[src/hw/rtl/era_pkg.sv]
// shared types, constants and helpers of the echo reference aligner
`default_nettype none

package era_pkg;

	localparam int ERA_FIFO_DEPTH = 4096;

	localparam int ERA_SAMPLE_W = 16;
	localparam int ERA_SLOT_W   = 32;
	localparam int ERA_CFG_W    = 13;

	localparam int ERA_VOL_MAX   = 100;
	localparam int ERA_MAG_W     = 22;
	localparam int ERA_RECIP_W   = 23;
	localparam int ERA_DIV_SHIFT = 29;
	localparam int ERA_PROD_W    = ERA_MAG_W + ERA_RECIP_W;
	localparam logic [ERA_RECIP_W-1:0] ERA_RECIP =
		ERA_RECIP_W'(((64'd1 << ERA_DIV_SHIFT) + 64'd99) / 64'd100);

	localparam int ERA_GAIN_W = 26;

	localparam logic [6:0]  ERA_RST_VOL     = 7'd70;
	localparam logic        ERA_RST_SLOT    = 1'b1;
	localparam logic        ERA_RST_REF_EN  = 1'b1;
	localparam logic [15:0] ERA_RST_STALE   = 16'd300;
	localparam logic [12:0] ERA_RST_DELAY   = 13'd0;
	localparam logic [12:0] ERA_RST_CAP     = 13'd3200;

	typedef enum logic [1:0] {
		ERA_REQ_PLAY = 2'd0,
		ERA_REQ_MIC  = 2'd1,
		ERA_REQ_TICK = 2'd2
	} era_req_t;

	typedef enum logic [2:0] {
		ERA_CFG_VOL   = 3'd0,
		ERA_CFG_SLOT  = 3'd1,
		ERA_CFG_REF   = 3'd2,
		ERA_CFG_STALE = 3'd3,
		ERA_CFG_DELAY = 3'd4,
		ERA_CFG_CAP   = 3'd5
	} era_cfg_idx_t;

	typedef struct packed {
		logic [6:0]  vol;
		logic        slot_sel;
		logic        ref_en;
		logic [15:0] stale_limit;
		logic [12:0] delay;
		logic [12:0] cap;
	} era_cfg_t;

	typedef struct packed {
		era_req_t                 kind;
		logic [ERA_SLOT_W-1:0]    tx;
		logic [ERA_SAMPLE_W-1:0]  mic;
		logic [ERA_SAMPLE_W-1:0]  scaled;
	} era_item_t;

	typedef struct packed {
		logic underrun;
		logic dropped;
		logic cleared;
		logic popped;
	} era_flags_t;

	function automatic logic [ERA_SAMPLE_W-1:0] sat16(input logic signed [ERA_GAIN_W-1:0] v);
		logic [ERA_SAMPLE_W-1:0] r;
		if (v > ERA_GAIN_W'(32767)) begin
			r = 16'h7fff;
		end else if (v < -ERA_GAIN_W'(32768)) begin
			r = 16'h8000;
		end else begin
			r = v[ERA_SAMPLE_W-1:0];
		end
		return r;
	endfunction

endpackage

`default_nettype wire

[src/hw/rtl/era_scale.sv]
// two-stage arithmetic: volume scaling of playback and gain of mic samples
`default_nettype none

module era_scale (
	input  wire logic                              clk,
	input  wire logic                              en1,
	input  wire logic                              en2,
	input  wire era_pkg::era_cfg_t                 cfg,
	input  wire logic [1:0]                        req_type,
	input  wire logic signed [15:0]                play_sample,
	input  wire logic signed [31:0]                mic_slot_zero,
	input  wire logic signed [31:0]                mic_slot_one,
	output era_pkg::era_item_t                     item
);

	logic [6:0]                        vol_c;
	logic signed [23:0]                prod;
	logic [23:0]                       prod_abs;
	logic signed [31:0]                slot;
	logic signed [23:0]                q;
	logic [era_pkg::ERA_GAIN_W-1:0]    p3;

	logic [1:0]                        kind_s1;
	logic [15:0]                       play_s1;
	logic                              neg_s1;
	logic [era_pkg::ERA_MAG_W-1:0]     mag_s1;
	logic [era_pkg::ERA_GAIN_W-1:0]    p3_s1;

	logic [era_pkg::ERA_PROD_W-1:0]    quo_full;
	logic signed [era_pkg::ERA_GAIN_W-1:0] p3_r;
	logic signed [era_pkg::ERA_GAIN_W-1:0] half;

	logic [1:0]                        kind_s2;
	logic [15:0]                       play_s2;
	logic                              neg_s2;
	logic [15:0]                       quo_s2;
	logic [15:0]                       mic_s2;
	logic [16:0]                       sq;

	assign vol_c    = (cfg.vol > 7'(era_pkg::ERA_VOL_MAX)) ? 7'(era_pkg::ERA_VOL_MAX) : cfg.vol;
	assign prod     = play_sample * $signed({1'b0, vol_c});
	assign prod_abs = prod[23] ? 24'(-prod) : 24'(prod);
	assign slot     = cfg.slot_sel ? mic_slot_one : mic_slot_zero;
	assign q        = slot[31:8];
	assign p3       = {{2{q[23]}}, q} + {q[23], q, 1'b0};

	always_ff @(posedge clk) begin
		if (en1) begin
			kind_s1 <= req_type;
			play_s1 <= play_sample;
			neg_s1  <= prod[23];
			mag_s1  <= prod_abs[era_pkg::ERA_MAG_W-1:0];
			p3_s1   <= p3;
		end
	end

	// divide by 100 through the reciprocal, truncating toward zero on the magnitude
	assign quo_full = era_pkg::ERA_PROD_W'(mag_s1) * era_pkg::ERA_PROD_W'(era_pkg::ERA_RECIP);
	assign p3_r     = $signed(p3_s1 + era_pkg::ERA_GAIN_W'(p3_s1[era_pkg::ERA_GAIN_W-1]));
	assign half     = p3_r >>> 1;

	always_ff @(posedge clk) begin
		if (en2) begin
			kind_s2 <= kind_s1;
			play_s2 <= play_s1;
			neg_s2  <= neg_s1;
			quo_s2  <= quo_full[era_pkg::ERA_DIV_SHIFT+15:era_pkg::ERA_DIV_SHIFT];
			mic_s2  <= era_pkg::sat16(half);
		end
	end

	assign sq = neg_s2 ? 17'(-{1'b0, quo_s2}) : {1'b0, quo_s2};

	always_comb begin
		item.kind   = era_pkg::era_req_t'(kind_s2);
		item.tx     = (kind_s2 == era_pkg::ERA_REQ_PLAY) ? {play_s2, 16'h0000} : 32'h0;
		item.mic    = (kind_s2 == era_pkg::ERA_REQ_MIC) ? mic_s2 : 16'h0000;
		item.scaled = era_pkg::sat16($signed({{9{sq[16]}}, sq}));
	end

endmodule

`default_nettype wire

[config.mk]
export PLATFORM = sky130hd
export DESIGN_NAME = era_scale
export DESIGN_NICKNAME = d
export VERILOG_FILES = /design/src/hw/rtl/era_pkg.sv /design/src/hw/rtl/era_scale.sv
export SDC_FILE = /design/constraint.sdc
export NUM_CORES = 1
export LEC_CHECK = 0
export BUFFER_PORTS_ARGS = -buffer_cell sky130_fd_sc_hd__buf_2
export CORE_ASPECT_RATIO = 1.2
export CORE_UTILIZATION = 50
export CTS_BUF_LIST = sky130_fd_sc_hd__clkbuf_4 sky130_fd_sc_hd__clkbuf_8 sky130_fd_sc_hd__clkbuf_16
export CTS_CLUSTER_DIAMETER = 200
export DETAILED_ROUTE_END_ITERATION = 12
export GPL_TIMING_DRIVEN = 0
export MAX_ROUTING_LAYER = met4
export PLACE_DENSITY = 0.78
export SKIP_CTS_REPAIR_TIMING = 1
export SYNTH_ARGS = -nofsm -noshare
export SYNTH_HDL_FRONTEND = slang
export SYNTH_SLANG_ARGS = --single-unit
[constraint.sdc]
create_clock -name clk -period 6.2 [get_ports clk]
set_input_delay 0 -clock clk [delete_from_list [all_inputs] [get_ports clk]]
set_output_delay 0 -clock clk [all_outputs]
set_load 0.01 [all_outputs]
==> Word level (Yosys, flattened, before mapping) <==
Index checks and enable logic that the tools add are counted.
{ "classes": {"addsub": 4, "multipliers": 2, "n_div": 0, "order_cmp": 5, "eq_ne": 1, "shift": 0, "muxes": 9, "bitwise": 0, "n_reduce_logical": 1} }
{ "ops": {"columns": ["operator", "n"], "rows": [
  ["16-bit 2-to-1 mux", 4],
  ["32-bit 2-to-1 mux", 2],
  ["22-bit by 22-bit multiplier with 44-bit output, second input constant", 1],
  ["24-bit by 25-bit adder with 26-bit output", 1],
  ["26-bit by 1-bit adder with 26-bit output", 1],
  ["25-bit by 16-bit > comparator with 1-bit output, second input constant", 1],
  ["25-bit by 16-bit less-than comparator with 1-bit output, second input constant", 1],
  ["16-bit by 8-bit multiplier with 24-bit output", 1],
  ["22-bit 2-to-1 mux", 1],
  ["22-bit negator", 1],
  ["17-bit by 16-bit > comparator with 1-bit output, second input constant", 1],
  ["17-bit by 16-bit less-than comparator with 1-bit output, second input constant", 1],
  ["17-bit 2-to-1 mux", 1],
  ["16-bit negator with 17-bit output", 1],
  ["7-bit > comparator, second input constant", 1],
  ["7-bit 2-to-1 mux", 1],
  ["2-bit by 1-bit == test with 1-bit output, second input constant", 1],
  ["2-bit logical NOT", 1]
]} }
{ "word_totals": {"register_bits": 118, "latch_bits": 0, "ram_bits": 0, "rom_bits": 0, "inputBits": 136, "out_inout_bits": 66, "wordCells": 32, "memories": 0} }

==> Longest topological paths before layout <==
{ "logic_depth": {"depth_word": 5, "depth_mapped": 24, "ltp_nobuf": 21} }

==> Least setup slack after synthesis <==
No wires, ideal clock.
{ "synth_timing": {"path_kind": "flip-flop to flip-flop", "from": "register mag_s1[10] in the netlist's numbering", "to": "register quo_s2[14], data pin", "setup_time_ns": 0.258, "t_arrival_ns": 5.798, "required_ns": 5.942, "slack_ns": 0.144, "stages_incl_launch_ff": 20, "path_buffers": 0, "synth_period_minus_slack_ns": 6.056, "cell_sequence": "edfxtp_1 -> ha_1 -> fa_1 -> fa_1 -> fa_1 -> inv_1 -> fa_1 -> inv_1 -> fa_1 -> fa_1 -> ha_1 -> and4_1 -> nand3_1 -> nor4_1 -> o211ai_1 -> and3b_1 -> o31ai_1 -> o21a_1 -> nor2_1 -> xnor2_1"} }
{ "synth_between": {"elab_chain_len": 1} }
{ "synth_rtl": {"columns": ["element", "line", "text"], "rows": [
  ["start, declared", "era_scale.sv:26", "logic [era_pkg::ERA_MAG_W-1:0] mag_s1;"],
  ["start signal, assigned", "era_scale.sv:52", "mag_s1 <= prod_abs[era_pkg::ERA_MAG_W-1:0];"],
  ["22-bit by 22-bit multiplier with 44-bit output", "era_scale.sv:58", "assign quo_full = era_pkg::ERA_PROD_W'(mag_s1) * era_pkg::ERA_PROD_W'(era_pkg::ERA_RECIP);"],
  ["named net quo_full, one bit", "era_scale.sv:29", "logic [era_pkg::ERA_PROD_W-1:0] quo_full;"],
  ["end signal, assigned", "era_scale.sv:67", "quo_s2 <= quo_full[era_pkg::ERA_DIV_SHIFT+15:era_pkg::ERA_DIV_SHIFT];"],
  ["end, declared", "era_scale.sv:36", "logic [15:0] quo_s2;"]
]} }
The timed path passes the listed nets, and every way through them passes these cells.
A chain may end at the register's enable or synchronous reset.

==> Final worst setup path <==
{ "layout_timing": {"from": "register mag_s1[15] in the netlist's numbering", "to": "register quo_s2[10], data pin"} }
The elaborated chain is that of the path after synthesis.

==> reports/qor_table.md <==
| Result | This run |
|:---|:---|
| Type of element launching the critical path | register |
| Share of cells above drive strength 1 | 0.1672 |
| Count of port buffers added during placement | 125 |
| 1st-iter DRT viols | 749 |
| Diodes inserted | 0 |
| Worst Tran Pin Value | 1315 ps |
| Final number of setup-violating endpoints | 6 |
| Crit. End Element | register |
| Top cells by area, synth | sky130_fd_sc_hd__fa_1 28%, sky130_fd_sc_hd__ha_1 20%, sky130_fd_sc_hd__edfxtp_1 19%, sky130_fd_sc_hd__inv_1 6.8%, sky130_fd_sc_hd__xnor2_1 2.8% |
| Relative slew slack | 0.1234 |
| Clock buffer depth | 2 |
| Min Clock Period, post-route | 6408 ps |
| Leading post-synthesis cells by instance count | 347 x sky130_fd_sc_hd__inv_1, 312 x sky130_fd_sc_hd__ha_1, 265 x sky130_fd_sc_hd__fa_1, 118 x sky130_fd_sc_hd__edfxtp_1, 85 x sky130_fd_sc_hd__nand2_1 |
| Number of antenna violations at the first check in global routing | 0 |
| Total grt overflow | 0 |
| # rows | 78 |
| Status | finished with violations |
| Data required, critical path | 6400 ps |
| Post-detailed-route via-to-cell ratio | 5.560 |
| Count of pins over their slew limit | 0 |
| CTS H-tree lvls | 4 |
| Per-cell routed wire length | 18.03 um |
| Synth cell types | 65 |
| Starting density of the core | 0.5067 |
| Synth Area in Adders | 0.4812 |
| Data arrival time of the critical path | 6600 ps |
| Routed Antenna Nets | 0 |
| Clk slew on worst S/H paths | 70 ps |
| Worst setup path class | reg2reg |
| Complex-gate fraction of the synthesized area | 0.08539 |
| Part of the Yosys area used for sequential elements | 0.1852 |
| WL final | 46810 um |
| Hold Fails Final Rpt | 0 |
| Layout overhead on the synthesized area | 16.45% |
| TritonCTS clock tree | yes |
| Number of global-route vias before repair | 14650 |
| Most numerous cell in the Yosys netlist | sky130_fd_sc_hd__inv_1 |
| Final worst-path cycle share | 1.033 |
| Number of remaining DRC errors | 0 |
| Clock sinks | 118 |
| Fraction of synthesized area in multiplexers | 0.01452 |
| Cell accounting for the most synthesized area | sky130_fd_sc_hd__fa_1 |
| Share of synthesized flip-flops with an asynchronous set or reset | 0 |
| Commonest register cell after synthesis | sky130_fd_sc_hd__edfxtp_1 |
| Detailed-router iteration count before antenna repair | 7 |
| Number of synthesized register bits | 118 |
| Synth Warn # | 0 |
| Setup repair after global routing missed its margin | true |
| Share of Yosys cell area claimed by the top area cell type | 0.2772 |
| Average footprint of a synthesized cell | 10.34 um^2 |
| Max Cap Violations | 0 |
| Final weighted congestion in routability-driven placement | 0.9873 |
| Post-synthesis cell area | 19140 um^2 |
| Root buffer cell | sky130_fd_sc_hd__clkbuf_16 |
| Global-route usage over all layers | 0.2326 |
| Die Span Y | 216.3 um |
| Xor-xnor portion of the synthesized cell area | 0.04073 |
| Final Instance Area | 22280 um^2 |
| Source-to-sink clock delay at the later pin of the worst-skew pair | 450 ps |
| Wire length of the first global-routing pass | 70190 um |
| Area of the placeable core | 37770 um^2 |
| Violated checks | setup timing |
| Cell count after synthesis | 1851 |
| Number of flops mapped to enable cells by yosys | 118 |
| Sum of net half-perimeters after detailed placement | 35240 um |
| Combinational family with the most area after synthesis | adder cells |
| I/O pins | 202 |
| Overall die area | 39060 um^2 |
| Placed instance area | 20420 um^2 |
| Synth Area in Simple Gates | 0.1097 |
| Clock Skew | 10.98 ps |
| Final nets | 2817 |
| Maximum number of pins on one net before global-route repair | 68 |
| Worst Path Max Fanout | 6 |
| Die boundary width | 180.6 um |
| CTS Buf Count | 17 |
| Class of the worst hold path | in2reg |
| Highest Clock Rate | 0.1561 GHz |
| Vias | 14440 |
| Setup ws final | -207.5 ps |
==> critical path, cell delays in order (launching register included) <==
cell,delay [ps]
sky130_fd_sc_hd__edfxtp_1,560
sky130_fd_sc_hd__ha_4,360
sky130_fd_sc_hd__fa_1,440
sky130_fd_sc_hd__fa_1,500
sky130_fd_sc_hd__fa_1,520
sky130_fd_sc_hd__inv_2,50
sky130_fd_sc_hd__fa_1,570
sky130_fd_sc_hd__inv_2,50
sky130_fd_sc_hd__fa_1,580
sky130_fd_sc_hd__fa_1,490
sky130_fd_sc_hd__ha_4,320
sky130_fd_sc_hd__and4_4,250
sky130_fd_sc_hd__nand3_4,80
sky130_fd_sc_hd__nor4_4,280
sky130_fd_sc_hd__o211ai_1,120
sky130_fd_sc_hd__and3b_2,290
sky130_fd_sc_hd__nand2b_4,180
sky130_fd_sc_hd__o21bai_1,240
sky130_fd_sc_hd__a21oi_1,140
sky130_fd_sc_hd__xnor2_1,140
==> state kept, by name (all words and copies together) (netlist names) <==
| signal | flops |
|---|---|
| p3_s1 | 26 |
| mag_s1 | 22 |
| mic_s2 | 16 |
| play_s1 | 16 |
| play_s2 | 16 |
| quo_s2 | 16 |
| kind_s1 | 2 |
| kind_s2 | 2 |
| neg_s1 | 1 |
| neg_s2 | 1 |
==> layer usage <==
metal | track usage | up-vias | share of wire
met1 | 0.2735 | 7182 | 0.39
li1 | - | 6694 | -
met3 | 0.02873 | 125 | 0.042
met2 | 0.4062 | 438 | 0.53
met5 | - | - | 0
met4 | 0.09031 | 0 | 0.040
==> cells in the final DEF (no fill, tap or decap), types with 13 or more instances in the layout <==
master                            n
sky130_fd_sc_hd__inv_1          341
sky130_fd_sc_hd__clkbuf_16       17
sky130_fd_sc_hd__conb_1          16
sky130_fd_sc_hd__nor2b_1         16
sky130_fd_sc_hd__nor3_1          18
sky130_fd_sc_hd__ha_1           288
sky130_fd_sc_hd__fa_1           257
sky130_fd_sc_hd__buf_4           87
sky130_fd_sc_hd__clkbuf_1        27
sky130_fd_sc_hd__a21oi_1         57
sky130_fd_sc_hd__xnor2_1         61
sky130_fd_sc_hd__nor2_1          52
sky130_fd_sc_hd__a221o_1         13
sky130_fd_sc_hd__nand3_1         20
sky130_fd_sc_hd__edfxtp_1       118
sky130_fd_sc_hd__buf_2          125
sky130_fd_sc_hd__and2_1          79
sky130_fd_sc_hd__nand4_1         13
sky130_fd_sc_hd__ha_4            22
sky130_fd_sc_hd__mux2_2          22
sky130_fd_sc_hd__and3_1          55
sky130_fd_sc_hd__dlygate4sd3_1   22
sky130_fd_sc_hd__o21ai_0         52
sky130_fd_sc_hd__a21o_1          21
sky130_fd_sc_hd__xor2_1          28
sky130_fd_sc_hd__nand2_1         85
==> final cells by class <==
cell class,instances,area (um^2)
fill,2915,15480
clock buffer,17,425.4
timing repair buffer,223,1445
multi-input combinational,1346,14500
buffer,51,279.0
clock inverter,15,192.7
sequential,118,3543
inverter,347,1303
tap,480,600.6
==> through the flow <==
stage | util | cells | setup WS (ps) | TNS, ps | hold WS, ps
3_3_place_gp | 0.5406 | 2471 | -971.5 | -18330 | 195.3
3_5_place_dp | 0.5407 | 2471 | -1182 | -22770 | 195.9
6_report | 0.5900 | 2597 | -207.5 | -599.5 | 88.73
5_1_grt | 0.5900 | 2597 | -391.5 | -2064 | 66.68
2_1_floorplan | - | 1866 | 144.2 | 0 | 98.87
4_1_cts | 0.5570 | 2503 | -695.7 | -12940 | -283.2
==> worst paths after layout <==
| check | end | cells past startpoint | slack, ps | startpoint |
|---|---|---|---|---|
| hold / removal | p3_s1[1]$_DFFE_PP_ | 3 | 90 | mic_slot_zero[8] |
| setup reg to reg | quo_s2[10]$_DFFE_PP_ | 19 | -210 | mag_s1[15]$_DFFE_PP_ |
| setup / recovery | quo_s2[10]$_DFFE_PP_ | 19 | -210 | mag_s1[15]$_DFFE_PP_ |
| hold reg to reg | play_s2[11]$_DFFE_PP_ | 0 | 420 | play_s1[11]$_DFFE_PP_ |
==> logic make-up after synthesis <==
family | count (synthesis)
XOR/XNOR | 89
AND/OR/NAND/NOR | 392
other | 1
adder cells (fa/ha/maj) | 577
multiplexers | 25
buffers and inverters | 402
AO/OA/AOI/OAI | 247
flip-flops | 118
Power is left out: the tool's default activity adds up to more than one toggle a clock period on the data nets, which glitch-free logic cannot reach.
