`src/hw/rtl/era_pkg.sv`:
```
// shared types, constants and helpers of the echo reference aligner
`default_nettype none

package era_pkg;

	localparam int ERA_FIFO_DEPTH = 4096;

	localparam int ERA_SAMPLE_W = 16;
	localparam int ERA_SLOT_W   = 32;
	localparam int ERA_CFG_W    = 13;

	localparam int ERA_VOL_MAX   = 100;
	localparam int ERA_MAG_W     = 22;
	localparam int ERA_RECIP_W   = 23;
	localparam int ERA_DIV_SHIFT = 29;
	localparam int ERA_PROD_W    = ERA_MAG_W + ERA_RECIP_W;
	localparam logic [ERA_RECIP_W-1:0] ERA_RECIP =
		ERA_RECIP_W'(((64'd1 << ERA_DIV_SHIFT) + 64'd99) / 64'd100);

	localparam int ERA_GAIN_W = 26;

	localparam logic [6:0]  ERA_RST_VOL     = 7'd70;
	localparam logic        ERA_RST_SLOT    = 1'b1;
	localparam logic        ERA_RST_REF_EN  = 1'b1;
	localparam logic [15:0] ERA_RST_STALE   = 16'd300;
	localparam logic [12:0] ERA_RST_DELAY   = 13'd0;
	localparam logic [12:0] ERA_RST_CAP     = 13'd3200;

	typedef enum logic [1:0] {
		ERA_REQ_PLAY = 2'd0,
		ERA_REQ_MIC  = 2'd1,
		ERA_REQ_TICK = 2'd2
	} era_req_t;

	typedef enum logic [2:0] {
		ERA_CFG_VOL   = 3'd0,
		ERA_CFG_SLOT  = 3'd1,
		ERA_CFG_REF   = 3'd2,
		ERA_CFG_STALE = 3'd3,
		ERA_CFG_DELAY = 3'd4,
		ERA_CFG_CAP   = 3'd5
	} era_cfg_idx_t;

	typedef struct packed {
		logic [6:0]  vol;
		logic        slot_sel;
		logic        ref_en;
		logic [15:0] stale_limit;
		logic [12:0] delay;
		logic [12:0] cap;
	} era_cfg_t;

	typedef struct packed {
		era_req_t                 kind;
		logic [ERA_SLOT_W-1:0]    tx;
		logic [ERA_SAMPLE_W-1:0]  mic;
		logic [ERA_SAMPLE_W-1:0]  scaled;
	} era_item_t;

	typedef struct packed {
		logic underrun;
		logic dropped;
		logic cleared;
		logic popped;
	} era_flags_t;

	function automatic logic [ERA_SAMPLE_W-1:0] sat16(input logic signed [ERA_GAIN_W-1:0] v);
		logic [ERA_SAMPLE_W-1:0] r;
		if (v > ERA_GAIN_W'(32767)) begin
			r = 16'h7fff;
		end else if (v < -ERA_GAIN_W'(32768)) begin
			r = 16'h8000;
		end else begin
			r = v[ERA_SAMPLE_W-1:0];
		end
		return r;
	endfunction

endpackage

`default_nettype wire

```
`src/hw/rtl/era_ctrl.sv`:
```
// reference fifo pointers, fill level and staleness tracking
`default_nettype none

module era_ctrl #(
	parameter int FIFO_DEPTH = era_pkg::ERA_FIFO_DEPTH,
	localparam int PTR_W = $clog2(FIFO_DEPTH)
) (
	input  wire logic                  clk,
	input  wire logic                  arst_n,
	input  wire era_pkg::era_cfg_t     cfg,
	input  wire logic                  fire,
	input  wire era_pkg::era_req_t     kind,
	input  wire logic [15:0]           scaled,
	output logic                       mem_en,
	output logic                       mem_we,
	output logic [PTR_W-1:0]           mem_addr,
	output logic [15:0]                mem_wdata,
	output era_pkg::era_flags_t        flags
);

	localparam int FILL_W = $clog2(FIFO_DEPTH + 1);
	localparam int CW     = (FILL_W > era_pkg::ERA_CFG_W) ? FILL_W : era_pkg::ERA_CFG_W;
	localparam int SUM_W  = CW + 1;
	localparam logic [CW-1:0] DEPTH_C = CW'(FIFO_DEPTH);

	logic [PTR_W-1:0]  rd_ptr_q, wr_ptr_q;
	logic [FILL_W-1:0] fill_q;
	logic [15:0]       ticks_q;
	logic              appended_q;

	logic              is_play, is_mic, is_tick, ref_act, stale, over, pop, push;
	logic [PTR_W-1:0]  rp_e, wp_e, rp_next, wp_next;
	logic [CW-1:0]     fill_e, cap_ext, cap_eff, drop_n, adv, fill_next;
	logic [SUM_W-1:0]  rp_sum;

	always_comb begin
		is_play = (kind == era_pkg::ERA_REQ_PLAY);
		is_mic  = (kind == era_pkg::ERA_REQ_MIC);
		is_tick = (kind == era_pkg::ERA_REQ_TICK);
		ref_act = cfg.ref_en && (is_play || is_mic);
		stale   = ref_act && appended_q && (ticks_q > cfg.stale_limit);

		rp_e   = stale ? '0 : rd_ptr_q;
		wp_e   = stale ? '0 : wr_ptr_q;
		fill_e = stale ? '0 : CW'(fill_q);

		cap_ext = CW'(cfg.cap);
		if (cap_ext == '0) begin
			cap_eff = CW'(1);
		end else if (cap_ext > DEPTH_C) begin
			cap_eff = DEPTH_C;
		end else begin
			cap_eff = cap_ext;
		end

		push   = is_play && ref_act;
		over   = push && (fill_e >= cap_eff);
		drop_n = fill_e - cap_eff + CW'(1);
		pop    = is_mic && ref_act && (fill_e > CW'(cfg.delay));

		if (over) begin
			adv = drop_n;
		end else if (pop) begin
			adv = CW'(1);
		end else begin
			adv = '0;
		end
		rp_sum = SUM_W'(rp_e) + SUM_W'(adv);
		if (rp_sum >= SUM_W'(FIFO_DEPTH)) begin
			rp_next = PTR_W'(rp_sum - SUM_W'(FIFO_DEPTH));
		end else begin
			rp_next = PTR_W'(rp_sum);
		end

		if (!push) begin
			wp_next = wp_e;
		end else if (wp_e == PTR_W'(FIFO_DEPTH - 1)) begin
			wp_next = '0;
		end else begin
			wp_next = wp_e + PTR_W'(1);
		end

		if (over) begin
			fill_next = cap_eff;
		end else if (push) begin
			fill_next = fill_e + CW'(1);
		end else if (pop) begin
			fill_next = fill_e - CW'(1);
		end else begin
			fill_next = fill_e;
		end

		mem_en    = fire && (push || pop);
		mem_we    = push;
		mem_addr  = push ? wp_e : rp_e;
		mem_wdata = scaled;

		flags.underrun = is_mic && ref_act && !pop;
		flags.dropped  = over;
		flags.cleared  = stale;
		flags.popped   = pop;
	end

	always_ff @(posedge clk or negedge arst_n) begin
		if (!arst_n) begin
			rd_ptr_q   <= '0;
			wr_ptr_q   <= '0;
			fill_q     <= '0;
			ticks_q    <= '0;
			appended_q <= 1'b0;
		end else if (fire) begin
			rd_ptr_q <= rp_next;
			wr_ptr_q <= wp_next;
			fill_q   <= FILL_W'(fill_next);
			if (push) begin
				ticks_q    <= '0;
				appended_q <= 1'b1;
			end else if (is_tick && ticks_q != 16'hffff) begin
				ticks_q <= ticks_q + 16'd1;
			end
			if (is_mic && stale) begin
				appended_q <= 1'b0;
			end
		end
	end

endmodule

`default_nettype wire

```
`config.mk`:
```
export PLATFORM = sky130hd
export DESIGN_NAME = era_ctrl
export DESIGN_NICKNAME = d
export VERILOG_FILES = /design/src/hw/rtl/era_pkg.sv /design/src/hw/rtl/era_ctrl.sv
export SDC_FILE = /design/constraint.sdc
export NUM_CORES = 1
export LEC_CHECK = 0
export ABC_AREA = 1
export BUFFER_PORTS_ARGS = -buffer_cell sky130_fd_sc_hd__buf_2
export CORE_ASPECT_RATIO = 1.75
export CORE_MARGIN = 3
export CORE_UTILIZATION = 63
export DETAILED_ROUTE_END_ITERATION = 7
export GPL_TIMING_DRIVEN = 0
export HOLD_SLACK_MARGIN = 0.02
export PLACE_DENSITY = 0.93
export SETUP_SLACK_MARGIN = 0.15
export SYNTH_ARGS = -nofsm -noshare
export SYNTH_HDL_FRONTEND = slang
export SYNTH_SLANG_ARGS = --single-unit
export TNS_END_PERCENT = 100
```
`constraint.sdc`:
```
create_clock -name clk -period 9.14 [get_ports clk]
set_input_delay 1.371 -clock clk [delete_from_list [all_inputs] [get_ports clk]]
set_output_delay 1.371 -clock clk [all_outputs]
set_load 0.01 [all_outputs]
```
* Word level (Yosys, flattened, before mapping)
Cells that the tools add are included.
Word-level totals: input port bits 72, register bits 54, output and inout bits 34, logic and storage cells 60
Cells by class: order comparisons 5, add/subtract/negate cells 8, eq/ne operators 4, reductions and logical operators 20, multiplexer cells 18
Operator list (number):
- $mux W13 | 7
- $mux W12 | 6
- $mux W16 | 2
- $add A13 B1 Y13 const B | 2
- $add A16 B1 Y16 const B | 1
- $gt A16 B16 Y1 | 1
- $ne A16 B16 Y1 const B | 1
- $add A12 B13 Y14 | 1
- $ge A14 B13 Y1 const B | 1
- $ge A13 B13 Y1 | 1
- $gt A13 B13 Y1 | 1
- $gt A13 B13 Y1 const B | 1
- $logic_not A13 Y1 | 1
- $sub A13 B1 Y13 const B | 1
- $sub A13 B13 Y13 | 1
- $add A12 B1 Y12 const B | 1
- $eq A12 B12 Y1 const B | 1
- $sub A12 B1 Y12 const B | 1
- $logic_and A1 B1 Y1 | 11
- $reduce_and A2 Y1 | 2
- $reduce_bool A2 Y1 | 2
- $mux W1 | 3
- $eq A2 B1 Y1 const B | 1
- $eq A2 B2 Y1 const B | 1
- 3 further kinds | 4

* Logic depth before layout (Yosys ltp)
Gate-level depths: netlist of run 1.
word-level depth 13, gate-level depth with buffers 41, mapped depth without buffers 39

* Worst setup path before layout of run 1
Ideal clock, no wire load.
path type input-to-reg, start in cfg[41] (netlist name), end reg rd_ptr_q[10], stages on the path 36, arrival time 5.669 ns, setup slack 3.354 ns, required time 9.023 ns, buffers on the path 3, setup time 0.117 ns, cells stage by stage inv_1 -> ha_1 -> nand2_1 -> nor2_1 -> nand2_1 -> nor2_2 -> nor2_2 -> nand2_8 -> buf_2 -> buf_4 -> nand2_1 -> inv_1 -> ha_1 -> a21oi_1 -> o21ai_0 -> a21oi_1 -> o211ai_1 -> nand2_1 -> clkinv_1 -> buf_2 -> nand2_1 -> nand2_1 -> ha_1 -> fa_1 -> nand2_1 -> nand2_1 -> a21oi_1 -> o21ai_0 -> a21o_1 -> a21o_1 -> nand2_1 -> nand2_1 -> a21oi_1 -> nand2_1 -> nand3_1 -> nand2_1
Between the ends: elaborated cells on any way between the ends 16
RTL lines:
- start, declared | RTL line era_ctrl.sv:10 | input wire era_pkg::era_cfg_t cfg,
- $gt A16 B16 Y1 (*) | RTL line era_ctrl.sv:41 | stale = ref_act && appended_q && (ticks_q > cfg.stale_limit);
- $logic_and A1 B1 Y1 (*) | RTL line era_ctrl.sv:41
- $mux W13 (*) | RTL line era_ctrl.sv:45 | fill_e = stale ? '0 : CW'(fill_q);
- $ge A13 B13 Y1 (*) | RTL line era_ctrl.sv:57 | over = push && (fill_e >= cap_eff);
- $logic_and A1 B1 Y1 (*) | RTL line era_ctrl.sv:57
- via over | RTL line era_ctrl.sv:31 | logic is_play, is_mic, is_tick, ref_act, stale, over, pop, push;
- $mux W13 (*) | RTL line era_ctrl.sv:61 | if (over) begin
- $add A12 B13 Y14 (*) | RTL line era_ctrl.sv:68 | rp_sum = SUM_W'(rp_e) + SUM_W'(adv);
- $sub A12 B1 Y12 or $ge A14 B13 Y1 (tied branches) | RTL line era_ctrl.sv:70, era_ctrl.sv:69
- $mux W12 (*) | RTL line era_ctrl.sv:69 | if (rp_sum >= SUM_W'(FIFO_DEPTH)) begin
- end signal, assigned | RTL line era_ctrl.sv:112 | rd_ptr_q <= rp_next;
- end, declared | RTL line era_ctrl.sv:26 | logic [PTR_W-1:0] rd_ptr_q, wr_ptr_q;
Mark *: on every way through the listed nets, which the timed path passes. The rest lies on a longest branch. A chain may end at the register's enable or synchronous reset.

* Worst setup path in the final report of run 1
Ends and elaborated chain as after synthesis.

==> results of run 1 <==
[routing by layer]
layer  GRT usage [%]  part of all wire [%]  vias up  routed length (µm)
met1            33.0                    33     2995                5910
met5               0                     0        -                   0
met2            58.4                    51      360                9140
met4            27.7                   8.4        0                1500
met3            4.68                   6.9      111                1230
li1                -                     -     3159                   -
[layout by cell type, fill, tap and decap left out, types with 7 or more instances in the layout]
cell,n
nand3_2,7
nand4_1,12
clkbuf_1,12
nor3_1,11
buf_4,21
o21ai_1,8
nand2_1,256
inv_2,11
nor2_1,54
dfrtp_1,54
nand2_2,8
nor4_1,8
a21oi_1,46
xor2_1,11
ha_1,69
buf_2,85
inv_1,133
xnor2_1,11
nor2_2,8
o21ai_0,64
a31oi_1,8
nand3_1,48
[worst max-delay path: cells and delay by family]
family,cells,cell delay [ns]
buffers and inverters,7,1.29
and+or+nand+nor,13,1.14
adders and majority gates,4,1.19
AOI/OAI and AO/OA,12,1.98
[layout make-up]
cell class,instances,area share (%)
inverter,148,8.11
tap,122,2.21
clock inverter,3,0.633
multi-input combinational,682,58.2
clock buffer,5,1.81
timing repair buffer,81,5.90
buffer,40,3.62
sequential,54,19.5
[state kept, by name, summed over array words and instances (netlist names)]
name	count
ticks_q	16
fill_q	13
rd_ptr_q	12
wr_ptr_q	12
appended_q	1
[stage by stage]
step	total power (µW)	utilization (%)	setup WS [ns]	cell area, µm²
6_report	1510	72.6	2.40	6920
5_1_grt	1640	72.6	1.90	6920
4_1_cts	1490	72.6	2.56	6910
3_5_place_dp	1260	70.8	2.30	6740
3_3_place_gp	1220	70.8	2.40	6740
2_1_floorplan	1020	-	3.35	6190
[power groups by stage]
stage	clock, µW	combinational (µW)	sequential (µW)
final	227	910	373
after global routing	236	1030	380
after CTS	226	894	369
after detailed placement	0	888	371
after global placement	0	854	369
after floorplan	0	664	352
[how the worst max path moves through the flow]
stage	from	endpoint	slack, ns	cells after the start
after floorplan	cfg[41]	rd_ptr_q[10]	3.35	36
after global placement	cfg[33]	rd_ptr_q[10]	2.40	35
after detailed placement	cfg[33]	rd_ptr_q[10]	2.30	37
after CTS	cfg[41]	rd_ptr_q[10]	2.56	36
after global routing	cfg[33]	rd_ptr_q[10]	1.90	37
final	cfg[41]	rd_ptr_q[10]	2.40	36
[kinds of logic (layout without fill, tap and decap cells)]
| kind of cell | after synthesis | after routing | share of synthesized area, % |
|---|---|---|---|
| xor+xnor | 22 | 22 | 3.11 |
| buf+inv | 188 | 277 | 13.1 |
| flops | 54 | 54 | 21.8 |
| fa+ha+maj | 75 | 75 | 15.9 |
| simple gates | 433 | 433 | 32.2 |
| compound gates | 152 | 152 | 13.8 |
==> impl_metrics.yaml, run 1 <==
power:
  intPower_uw: 764
  seq_power_share_pct: 24.7
  p_leak_uw: 0.00381
  clockPowerShare_pct: 15.0
  combPwrFrac_pct: 60.2
  p_per_area_nw_per_um2: 218
  sw_frac_of_total_pct: 49.4
  power.switching_uw: 746
  vdd_drop_max_mv: 0.147
setup_path:
  cpPeakStageDelay_ns: 0.39
  cp-start-kind: "input pin"
  crit_top_cell: "nand2_1"
  critPathRequiredTime_ns: 9.39
  reg2reg_to: "rd_ptr_q[10]"
  ff2ff_path_depth: 34
  cpMaxStageDelayCell: "fa_1"
  rr_startpoint: "ticks_q[11]"
  crit_type: "input pin to flip-flop"
  crit_path_max_fanout: 10
  reg2reg_slack_ns: 3.08
  crit_path_end_kind: "flip-flop"
  worstPathArrival_ns: 6.99
logic_synthesis:
  yosysTopAreaCellShare_pct: 21.8
  syn-mean-instance-area_um2: 6.69
  synth_warnings: 0
  ys_seq_area_share_pct: 21.8
  yosysUniqueCellTypes: 48
  synth_edf_count: 0
  synth_top_area_cell: "dfrtp_1"
  synthesis.nets: 1071
  syn-instance-count: 924
  synthTopCellsByArea: "dfrtp_1 (22%), nand2_1 (16%), ha_1 (14%), inv_1 (8.1%), o21ai_0 (5.2%)"
  syn_area_um2: 6190
  synth-seq-cells: 54
  synth-main-ff-cell: "dfrtp_1"
  synthTopCellsByCount: "nand2_1 (256), inv_1 (133), ha_1 (69)"
  async_flop_share_pct: 100
  synth_most_common_cell: "nand2_1"
timing:
  finalHoldViolCount: 0
  slew_viol_final: 0
  period_needed_ns: 6.74
  finalSetupTns_ns: 0
  finClkSkew_ns: 0.00531
  max_slew.worst_pin.slew_ns: 0.728
  grt_setup_unrepaired: "false"
  finalSetupViolations: 0
  finalHoldWorstSlack_ns: 0.489
  max_clock_freq_ghz: 0.148
  slew_headroom_pct: 51.5
  finalCritPeriodShare_pct: 73.7
grt:
  grt_pass1_vias: 6469
  grt_max_degree: 55
  antenna_found_initial: 0
  grt_pass1_wl_um: 28700
  grt_overflow: 0
  grtUsageTotal_pct: 33.1
placement:
  place_hpwl_um: 14000
  portBuffers: 81
  numPlacedInstances: 1127
  gp_congestion: 0.975
die:
  row_count: 47
  dieArea_um2: 11100
  die_h_um: 137
  start_util_pct: 64.9
  fp.coreArea_um2: 9530
  io-pin-count: 106
  die_width_um: 80.9
drt:
  vias_per_cell: 5.84
  wire_per_inst_um: 15.7
  postRouteWirelength_um: 17800
  drt_iter0_drc: 663
  vias: 6625
  ant_nets: 0
  drt_pass1_iterations: 7
  drc_errors: 0
final_layout:
  multi_input_area_um2: 4020
  nNetsFinal: 1159
  seq_area_um2: 1350
  final-instance-count-excl-fill: 1135
  drive_above_1_share_pct: 17.2
  fillers: 781
  area_growth_pct: 11.8
  n_antenna_cell: 0
clock_network:
  max-clock-path-buffers: 2
  numCtsBuffers: 5
  post_cts_resized: 0
  cts_setup_buffers: 0
  clk_root_buffer_cell: "clkbuf_16"
  clock_sinks: 54
  insertion_delay_ns: 0.30
  ctsHoldBuffers: 0
  clk_pin_slew_ns: 0.08
  htree_num_levels: 2
  tritoncts: "built"
min_path:
  whs_path_depth: 2
  worstHoldStart: "rd_ptr_q[10]"
  hold_class: "flip-flop to flip-flop"
  hold_end: "rd_ptr_q[10]"
flow_run:
  drv_cap: 0
outcome:
  status: "completed"
No activity file was read; power rests on OpenSTA's default activity.
==> run 2: changes to the inputs <==
--- a/config.mk
+++ b/config.mk
@@ -9,11 +9,11 @@
 export BUFFER_PORTS_ARGS = -buffer_cell sky130_fd_sc_hd__buf_2
 export CORE_ASPECT_RATIO = 1.75
 export CORE_MARGIN = 3
-export CORE_UTILIZATION = 63
+export CORE_UTILIZATION = 58
 export DETAILED_ROUTE_END_ITERATION = 7
 export GPL_TIMING_DRIVEN = 0
 export HOLD_SLACK_MARGIN = 0.02
-export PLACE_DENSITY = 0.93
+export PLACE_DENSITY = 0.87
 export SETUP_SLACK_MARGIN = 0.15
 export SYNTH_ARGS = -nofsm -noshare
 export SYNTH_HDL_FRONTEND = slang
==> constraint.sdc (replaced) <==
create_clock -name clk -period 7 [get_ports clk]
set_input_delay 1.05 -clock clk [delete_from_list [all_inputs] [get_ports clk]]
set_output_delay 1.05 -clock clk [all_outputs]
set_load 0.01 [all_outputs]
==> run 2 against run 1 <==
  * Count of clock-buffer cells in the layout is 1 higher
  * Clock skew rose by 0.00078 ns
  * Via count decreased by 3.1%
  * Critical path type unchanged
  * Critical endpoint unchanged
  * Final cell count increased by 0.53%
  * Global-route usage down 4.2 points
==> impl_metrics.yaml, run 2 (synthesis gave the netlist of run 1 again) <==
outcome:
  status: "completed"
die:
  io-pin-count: 106
  die_h_um: 143
  row_count: 49
  die_width_um: 84.1
  fp.coreArea_um2: 10400
  dieArea_um2: 12000
  start_util_pct: 59.7
placement:
  place_area_um2: 6750
  portBuffers: 81
  place_hpwl_um: 14200
  gp_congestion: 0.967
  dp_slack_ns: 0.361
  numPlacedInstances: 1132
timing:
  max_slew.worst_pin.slew_ns: 0.633
  layout_setup_ws_ns: 0.557
  slew_viol_final: 0
  finalSetupViolations: 0
  period_needed_ns: 6.44
  grt_setup_unrepaired: "false"
  finalHoldWorstSlack_ns: 0.485
  slew_headroom_pct: 57.8
  finalHoldViolCount: 0
  finalCritPeriodShare_pct: 92.0
  finClkSkew_ns: 0.00609
  max_clock_freq_ghz: 0.155
  finalSetupTns_ns: 0
drt:
  ant_nets: 0
  vias: 6418
  postRouteWirelength_um: 17500
  drt_iter0_drc: 436
  drt_pass1_iterations: 5
  wire_per_inst_um: 15.3
  drc_errors: 0
  vias_per_cell: 5.62
clock_network:
  clk_root_buffer_cell: "clkbuf_16"
  ctsHoldBuffers: 0
  htree_num_levels: 2
  post_cts_resized: 0
  clk_pin_slew_ns: 0.07
  cts_setup_buffers: 0
  max-clock-path-buffers: 2
  numCtsBuffers: 5
  clock_sinks: 54
  insertion_delay_ns: 0.30
  tritoncts: "built"
setup_path:
  crit_type: "input pin to flip-flop"
  crit_path_end_kind: "flip-flop"
  cpMaxStageDelayCell: "fa_1"
  cp-start-kind: "input pin"
  critPathRequiredTime_ns: 7.24
  crit_top_cell: "nand2_1"
  cpPeakStageDelay_ns: 0.39
  crit_path_max_fanout: 10
  worstPathArrival_ns: 6.68
grt:
  grt_pass1_wl_um: 27900
  grt_max_degree: 55
  grtUsageTotal_pct: 28.9
  grt_overflow: 0
  antenna_found_initial: 0
  grt_pass1_vias: 6103
final_layout:
  final_cell_mix: "nand2_1 (256), inv_1 (133), buf_2 (86)"
  fin_area_um2: 6910
  seq_area_um2: 1350
  largestRegisters: "ticks_q: 16 flops, fill_q: 13 flops"
  final_common_cell: "nand2_1"
  final-instance-count-excl-fill: 1141
  area_growth_pct: 11.8
  multi_input_area_um2: 4020
  n_antenna_cell: 0
  fillers: 945
  nNetsFinal: 1160
  largest_reg_flops: 16
  regMostFlops: "ticks_q"
  drive_above_1_share_pct: 17.2
power:
  p_leak_uw: 0.00381
  p_per_area_nw_per_um2: 278
  power.switching_uw: 958
  vdd_drop_max_mv: 0.178
  sw_frac_of_total_pct: 49.9
  clockPowerShare_pct: 13.4
  combPwrFrac_pct: 61.2
  seq_power_share_pct: 25.3
  intPower_uw: 961
min_path:
  hold_class: "flip-flop to flip-flop"
flow_run:
  drv_cap: 0
==> run 2: cell types whose count changed in the layout (fill, tap and decap cells not counted) <==
cell | previous run | this run
buf_12 | 0 | 1
buf_2 | 85 | 86
buf_4 | 21 | 20
bufinv_16 | 1 | 0
clkbuf_1 | 12 | 13
clkinv_4 | 0 | 1
inv_6 | 1 | 0
==> run 2: power groups by stage <==
| stage | Sequential (µW) | Clock [µW] | Combinational (µW) |
|---|---|---|---|
| finish | 486 | 258 | 1180 |
| global route | 495 | 266 | 1330 |
| CTS | 480 | 256 | 1160 |
| detailed placement | 484 | 0 | 1160 |
| global placement | 481 | 0 | 1120 |
| floorplan | 459 | 0 | 867 |
==> run 2: through the flow <==
stage	utilization (%)	power [µW]
5_1_grt	66.7	2090
3_3_place_gp	65.1	1600
6_report	66.7	1920
3_5_place_dp	65.1	1640
2_1_floorplan	-	1330
4_1_cts	66.5	1900
==> run 2: routing by layer <==
| layer | part of all wire, % | track usage, % |
|---|---|---|
| met5 | 0 | 0 |
| met1 | 35 | 29.5 |
| met3 | 5.4 | 2.66 |
| met2 | 53 | 55.4 |
| met4 | 6.1 | 17.9 |
==> run 2: final timing paths <==
| kind | cells past startpoint | endpoint | startpoint | slack (ns) |
|---|---|---|---|---|
| worst min register to register | 2 | rd_ptr_q[11] | rd_ptr_q[11] | 0.49 |
| min in group asynchronous | 1 | fill_q[11] | arst_n | 0.70 |
| worst min-delay path | 2 | rd_ptr_q[11] | rd_ptr_q[11] | 0.49 |
| max in group asynchronous | 2 | rd_ptr_q[1] | arst_n | 5.73 |
| worst max register to register | 34 | rd_ptr_q[10] | ticks_q[11] | 0.94 |
| worst max-delay path | 36 | rd_ptr_q[10] | cfg[41] | 0.56 |
==> run 2: area by class of cell <==
cell class,count,share of cell area (%)
Buffer,40,3.62
Clock buffer,6,1.86
Clock inverter,2,0.199
Sequential cell,54,19.5
Tap cell,127,2.30
Multi-Input combinational cell,682,58.2
Inverter,148,8.11
Timing Repair Buffer,82,6.15
==> run 2: worst max-delay path, delay by kind of cell <==
kind / cells / cell delay (ns)
simple gates: 13 / 1.13
buf+inv: 7 / 1.29
fa+ha+maj: 4 / 1.18
compound gates: 12 / 1.99
==> run 3: changes to the inputs <==
--- a/config.mk
+++ b/config.mk
@@ -15,6 +15,7 @@
 export HOLD_SLACK_MARGIN = 0.02
 export PLACE_DENSITY = 0.87
 export SETUP_SLACK_MARGIN = 0.15
+export SLEW_MARGIN = 15
 export SYNTH_ARGS = -nofsm -noshare
 export SYNTH_HDL_FRONTEND = slang
 export SYNTH_SLANG_ARGS = --single-unit
==> constraint.sdc (replaced) <==
create_clock -name clk -period 6.5 [get_ports clk]
set_input_delay 0.975 -clock clk [delete_from_list [all_inputs] [get_ports clk]]
set_output_delay 0.975 -clock clk [all_outputs]
set_load 0.01 [all_outputs]
==> run 3 against run 2 <==
  * Sequential share of layout area shrank 0.099 points
  * Power increased by 7.9%
  * Sequential power rose by 7.2%
  * Count of clock-buffer cells in the layout unchanged
  * Non-clock buffer count stayed put
  * Via count increased by 0.30%
  * Final cell count did not move
  * Cell area grew 0.51%
  * Critical path depth increased by 1
  * Combinational power rose by 7%
  * Wire length down 1.2%
  * Sequential cell count unchanged
  * Critical path type unchanged
==> impl_metrics.yaml, run 3 (synthesis gave the netlist of run 1 again) <==
grt:
  use_met1_pct: 28.6
  top_usage_layer: "met2"
  grt_max_degree: 55
  grt_overflow: 0
  grt_pass1_vias: 6204
  grt_pass1_wl_um: 27800
  antenna_found_initial: 0
  grtUsageTotal_pct: 28.7
  gr-usage-met2_pct: 54.4
  grt_use_met3_pct: 2.71
setup_path:
  crit_type: "input pin to flip-flop"
  crit_top_cell: "nand2_1"
  crit_path_max_fanout: 10
  crit_path_end_kind: "flip-flop"
  cpMaxStageDelayCell: "fa_1"
  cpPeakStageDelay_ns: 0.39
  cp-start-kind: "input pin"
  critPathRequiredTime_ns: 6.74
  worstPathArrival_ns: 6.18
timing:
  finalSetupTns_ns: 0
  max_slew.worst_pin.slew_ns: 0.731
  period_needed_ns: 5.93
  finalHoldViolCount: 0
  finalSetupViolations: 0
  layout_setup_ws_ns: 0.565
  slew_viol_final: 0
  max_clock_freq_ghz: 0.168
  finClkSkew_ns: 0.0127
  grt_setup_unrepaired: "false"
  slew_headroom_pct: 51.3
  finalCritPeriodShare_pct: 91.3
die:
  io-pin-count: 106
  die_h_um: 143
  dieArea_um2: 12000
  fp.coreArea_um2: 10400
  start_util_pct: 59.7
  die_width_um: 84.1
  row_count: 49
clock_network:
  clk_root_buffer_cell: "clkbuf_16"
  htree_num_levels: 2
  clock_sinks: 54
  clk_pin_slew_ns: 0.08
  insertion_delay_ns: 0.31
  numCtsBuffers: 5
  tritoncts: "built"
  max-clock-path-buffers: 2
drt:
  ant_nets: 0
  drt_iter0_drc: 469
  postRouteWirelength_um: 17300
  drt_pass1_iterations: 5
  vias: 6437
  wire_per_inst_um: 15.2
  vias_per_cell: 5.64
  drc_errors: 0
final_layout:
  final_cell_mix: "nand2_1 (255), inv_1 (133), buf_2 (83)"
  largestRegisters: "ticks_q: 16 flops, fill_q: 13 flops"
  fin_area_um2: 6950
  n_antenna_cell: 0
  nNetsFinal: 1160
  area_growth_pct: 12.3
  drive_above_1_share_pct: 17.9
  final_common_cell: "nand2_1"
  largest_reg_flops: 16
  regMostFlops: "ticks_q"
  fillers: 922
placement:
  dp_slack_ns: -0.0594
  portBuffers: 81
  place_hpwl_um: 14100
  gp_congestion: 0.967
  place_area_um2: 6750
power:
  p_leak_uw: 0.00382
  vdd_drop_max_mv: 0.186
  p_per_area_nw_per_um2: 298
outcome:
  status: "completed"
min_path:
  hold_class: "flip-flop to flip-flop"
flow_run:
  drv_cap: 0
[run 3: cell types whose count changed in the layout (fill, tap and decap cells not counted), sizes merged]
cell,delta
inv,+1
buf,-1
clkinv,-3
clkbuf,+1
clkinvlp,+2
[run 3: layer usage]
layer,vias to the layer above,part of all wire (%)
li1,3159,-
met1,2920,35
met2,263,52
met3,95,5.0
met4,0,7.4
met5,-,0
[run 3: area by class of cell]
type	count	area [µm²]	share of cell area [%]
Tap cell	127	159	2.29
Clock inverter	2	16.3	0.234
Clock buffer	6	139	2.00
Timing Repair Buffer	83	423	6.09
Sequential cell	54	1350	19.4
Buffer	39	259	3.73
Inverter	148	564	8.12
Multi-Input combinational cell	682	4040	58.1
[run 3: path summary, 6_finish.rpt]
| check | startpoint | cells past startpoint | slack, ns | end |
|---|---|---|---|---|
| min | fill_q[12] | 2 | 0.49 | fill_q[12] |
| max in group asynchronous | arst_n | 1 | 5.29 | rd_ptr_q[2] |
| min in group asynchronous | arst_n | 1 | 0.72 | fill_q[7] |
| max | cfg[33] | 37 | 0.57 | rd_ptr_q[10] |
| max reg2reg | ticks_q[11] | 36 | 0.88 | rd_ptr_q[10] |
| min reg2reg | fill_q[12] | 2 | 0.49 | fill_q[12] |
[run 3: report_power, final]
group | total [µW] | switching (µW) | internal [µW]
Sequential | 521 | 97.1 | 424
Combinational | 1260 | 793 | 468
Clock | 289 | 134 | 155
Total | 2070 | 1020 | 1050
[run 3: timing repair]
action / in CTS / in global routing
setup endpoints to repair: 0 / 3
hold buffers: 0 / 0
setup buffers: 0 / 2
gates resized for setup: 0 / 10
[run 3: critical path, delay by kind of cell]
kind | cells | cell delay, ns
compound gates | 9 | 1.38
fa+ha+maj | 4 | 1.18
buf+inv | 7 | 0.98
simple gates | 17 | 1.64
[run 3: per-stage QoR]
| step | cells | hold slack [ns] | util, % | power, µW |
|---|---|---|---|---|
| floorplan | 924 | 0.449 | - | 1430 |
| global placement | 1132 | 0.463 | 65.1 | 1730 |
| detailed placement | 1132 | 0.466 | 65.2 | 1760 |
| CTS | 1140 | 0.486 | 66.7 | 2060 |
| global route | 1141 | 0.495 | 67.1 | 2270 |
| finish | 1141 | 0.487 | 67.1 | 2070 |
